===== config.mk =====
export PLATFORM = sky130hd
export DESIGN_NAME = criu_ram
export DESIGN_NICKNAME = d
export VERILOG_FILES = /design/src/sv/criu_ram.sv
export SDC_FILE = /design/constraint.sdc
export NUM_CORES = 1
export LEC_CHECK = 0
export BUFFER_PORTS_ARGS = -buffer_cell sky130_fd_sc_hd__buf_2
export CORE_UTILIZATION = 50
export DETAILED_ROUTE_END_ITERATION = 16
export GPL_ROUTABILITY_DRIVEN = 0
export PLACE_DENSITY_LB_ADDON = 0.1
export SYNTH_ARGS = -nofsm -noshare
export SYNTH_HDL_FRONTEND = slang
export SYNTH_SLANG_ARGS = --single-unit
export TNS_END_PERCENT = 30

===== constraint.sdc =====
create_clock -name aclk -period 6.86 [get_ports aclk]
set_clock_uncertainty 0.1 [all_clocks]
set_input_delay 0.686 -clock aclk [delete_from_list [all_inputs] [get_ports aclk]]
set_output_delay 0.686 -clock aclk [all_outputs]
set_load 0.02 [all_outputs]

===== src/sv/criu_ram.sv =====
// Simple dual-port RAM: one write port, one registered read port.
// No dependencies; used for the config store, thread regs and GPR file.
`timescale 1ns / 1ps
`default_nettype none

module criu_ram #(
    parameter int DEPTH = 16,
    parameter int AW    = 4,
    parameter int DW    = 32
) (
    input  wire logic          aclk,
    input  wire logic          we,
    input  wire logic [AW-1:0] waddr,
    input  wire logic [DW-1:0] wdata,
    input  wire logic [AW-1:0] raddr,
    output logic      [DW-1:0] rdata
);

    logic [DW-1:0] mem [DEPTH];

    always_ff @(posedge aclk) begin
        if (we) begin
            mem[waddr] <= wdata;
        end
    end

    always_ff @(posedge aclk) begin
        rdata <= mem[raddr];
    end

endmodule : criu_ram

`default_nettype wire


==> reports/summary.txt <==
===============================================================================================
CP Class                                                                                 in2reg
Portion of netlist area occupied by mux cells                                             14.5%
Floorplan die area                                                                  40500 sq um
Max_slew headroom                                                                         31.3%
Cell count after synthesis                                                                  838
Post-layout total power                                                               0.00693 W
PwrDens                                                                             305 nW/um^2
Via count                                                                                  8851
Status                                                                             finished clean
Number of endpoints failing setup at the final stage                                          0
CTS Buf Count                                                                                53
Time the worst path needs with I/O delays and setup                                     2790 ps
Number of H-tree branching levels                                                             2
Final global-route overflow total                                                             0
Share of Yosys cell area claimed by the top area cell type                                77.4%
Core Rows                                                                                    72
Hold WC Path Type                                                                        in2reg
All-layer global routing usage                                                            21.7%
Number of warning messages in the yosys log                                                   0
Root Buffer                                                                        sky130_fd_sc_hd__clkbuf_16
Final-report hold violation count                                                             0
Share of synthesized cell area in and, or, nand and nor gates                             1.27%
Worst ir drop on vdd                                                                     173 uV
Top achievable clock speed                                                              358 MHz
Fill cell total of the finished layout                                                     2820
Post-synthesis compound-gate area fraction                                                2.42%
Most used DFF post-synth                                                           sky130_fd_sc_hd__edfxtp_1
Fin nets                                                                                    990
Largest fanout on the critical path                                                          68
Ratio of cells with drive above 1 in the final layout                                     32.2%
Chip width                                                                               201 um
Number of optimization iterations in the first detailed-route pass                            5
Post-route clock period utilization                                                       40.7%
Clock tree from TritonCTS                                                                 built
Initial antenna violation count                                                               3
Max-slew violation total from the final report                                                0
Via density                                                                                5.87
Clock input transition at the sequential cells of the worst setup and hold paths          60 ps
CP Data Required Time                                                                   7210 ps
Count of nets left with antenna violations after detail routing                               0
Sink Count                                                                                  544
Routed wire length                                                                     42400 um
Share of synthesized flip-flops with an asynchronous set or reset                            0%
Number of synthesized flops with an enable pin                                              512
Library cell with the largest summed area after synthesis                          sky130_fd_sc_hd__edfxtp_1
Violation count after the first detailed-route iteration                                    605
Initial standard-cell utilization of the core                                             51.0%
Number of distinct library cells after synthesis                                             18
Core Box Area                                                                       38900 sq um
Critical Path Sink Type                                                                    flop
DRC errors left                                                                               0
First-pass GRT wire length                                                             62700 um
Largest family of logic cells by synthesized area                                  multiplexers
Clock tree buffer depth                                                                       3
Io pins                                                                                      74
Register bit count reported by yosys                                                        544
Number of buffers inserted to repair setup after CTS                                          0
Mapped Area                                                                         19900 sq um
Vias in the first global route                                                             9607
Detailed-placement wirelength estimate                                                 20300 um
Wirelength per Cell                                                                     28.1 um
Commonest cells in the synthesized netlist                                         sky130_fd_sc_hd__edfxtp_1, sky130_fd_sc_hd__mux4_2, sky130_fd_sc_hd__a22oi_1
RSZ-0062 raised after global routing                                                         no
Leak Pwr                                                                                7.28 nW
Largest net degree at the start of global routing                                            69
Final standard cell utilization of the core                                               58.3%
Maxcap violations                                                                             0
Slew at the pin closest to its max-slew limit                                           1030 ps
Layout-stage area growth over the synthesis result                                        14.2%
Average footprint of a synthesized cell                                              23.7 sq um
Sort of element at the start of the critical path                                    input port
Leading cell types by total area after synthesis                                   sky130_fd_sc_hd__edfxtp_1, sky130_fd_sc_hd__mux4_2, sky130_fd_sc_hd__dfxtp_1
Hold_buf cts                                                                                  0
Total negative slack for setup checks                                                      0 ps
Cts repair resizes                                                                            0
Net count after synthesis                                                                   880
Most frequent cell after synthesis                                                 sky130_fd_sc_hd__edfxtp_1
Worst EP arrival                                                                        3140 ps
Clk Latency, worst-skew pair                                                             580 ps
Synthesized-area fraction occupied by adder cells                                            0%
Fraction of synthesized cell area in xor and xnor cells                                      0%
Count of buffers inserted at the top-level ports                                             73
Die Ht                                                                                   201 um
Register area share after synthesis                                                       80.7%
===============================================================================================
through the flow:
stage	hold WS [ps]	cells	area (sq um)	worst slack, ps
6_report	377	1509	22700	4070
5_1_grt	372	1507	22700	3920
4_1_cts	342	1507	22700	4060
3_5_place_dp	557	1411	21000	3460
3_3_place_gp	544	1411	21000	3450
2_1_floorplan	535	838	19900	2890
placed cells by master (no fill, tap or decap):
| master | instances |
|---|---|
| sky130_fd_sc_hd__and2_1 | 1 |
| sky130_fd_sc_hd__nand3b_1 | 2 |
| sky130_fd_sc_hd__nand2b_1 | 2 |
| sky130_fd_sc_hd__mux4_2 | 128 |
| sky130_fd_sc_hd__nand2_1 | 33 |
| sky130_fd_sc_hd__edfxtp_1 | 512 |
| sky130_fd_sc_hd__nor2_4 | 13 |
| sky130_fd_sc_hd__nor3_2 | 4 |
| sky130_fd_sc_hd__or3b_2 | 1 |
| sky130_fd_sc_hd__a22oi_1 | 64 |
| sky130_fd_sc_hd__clkinvlp_4 | 2 |
| sky130_fd_sc_hd__dfxtp_1 | 32 |
| sky130_fd_sc_hd__diode_2 | 2 |
| sky130_fd_sc_hd__clkbuf_8 | 5 |
| sky130_fd_sc_hd__clkinv_2 | 7 |
| sky130_fd_sc_hd__buf_2 | 71 |
| sky130_fd_sc_hd__nand3_1 | 1 |
| sky130_fd_sc_hd__clkbuf_1 | 15 |
| sky130_fd_sc_hd__bufinv_16 | 6 |
| sky130_fd_sc_hd__clkbuf_16 | 53 |
| sky130_fd_sc_hd__buf_4 | 26 |
| sky130_fd_sc_hd__nor2b_4 | 2 |
| sky130_fd_sc_hd__clkinv_1 | 9 |
per-layer routing:
metal / part of all wire [%] / track usage, % / vias to the layer above
met5: 0.019 / 0 / -
met3: 4.0 / 3.26 / 72
li1: - / - / 3790
met4: 2.2 / 6.79 / 2
met1: 39 / 26.7 / 4765
met2: 54 / 39.4 / 222
layout make-up:
class / count / area, sq um / share of cell area (%)
sequential: 544 / 16000 / 70.6
clock inverter: 24 / 264 / 1.16
clock buffer: 72 / 1440 / 6.34
multi-input combinational: 251 / 3750 / 16.5
timing repair buffer: 98 / 564 / 2.49
tap: 518 / 648 / 2.86
antenna: 2 / 5.00 / 0.0221
cell families after synthesis:
kind of cell / Yosys count
flip-flops: 544
multiplexers: 128
AND/OR/NAND/NOR: 59
AO/OA/AOI/OAI: 64
buffers and inverters: 43
critical path, cell delays in order:
cell                      delay (ps)
sky130_fd_sc_hd__buf_4           670
sky130_fd_sc_hd__buf_4           850
sky130_fd_sc_hd__mux4_2          410
sky130_fd_sc_hd__a22oi_1         250
sky130_fd_sc_hd__nand2_1          90
where the power goes:
part / switching (W) / internal (W) / total (W)
sequential: 0.0000227 / 0.00372 / 0.00374
clock: 0.00117 / 0.00168 / 0.00285
combinational: 0.000207 / 0.000131 / 0.000338
state kept, by name (all words and copies together), names as in the netlist:
register	cells
mem	512
rdata	32
worst paths after layout:
check	startpoint	end	slack [ps]	cells after the start
setup / recovery	raddr[1]	rdata[20]$_DFF_P_	4070	5
hold / removal	wdata[9]	mem[10][9]$_DFFE_PP_	380	1
setup reg to reg	mem[3][26]$_DFFE_PP_	rdata[26]$_DFF_P_	5430	3
hold reg to reg	mem[14][7]$_DFFE_PP_	rdata[7]$_DFF_P_	560	3
(Power assumes the default switching activity.)
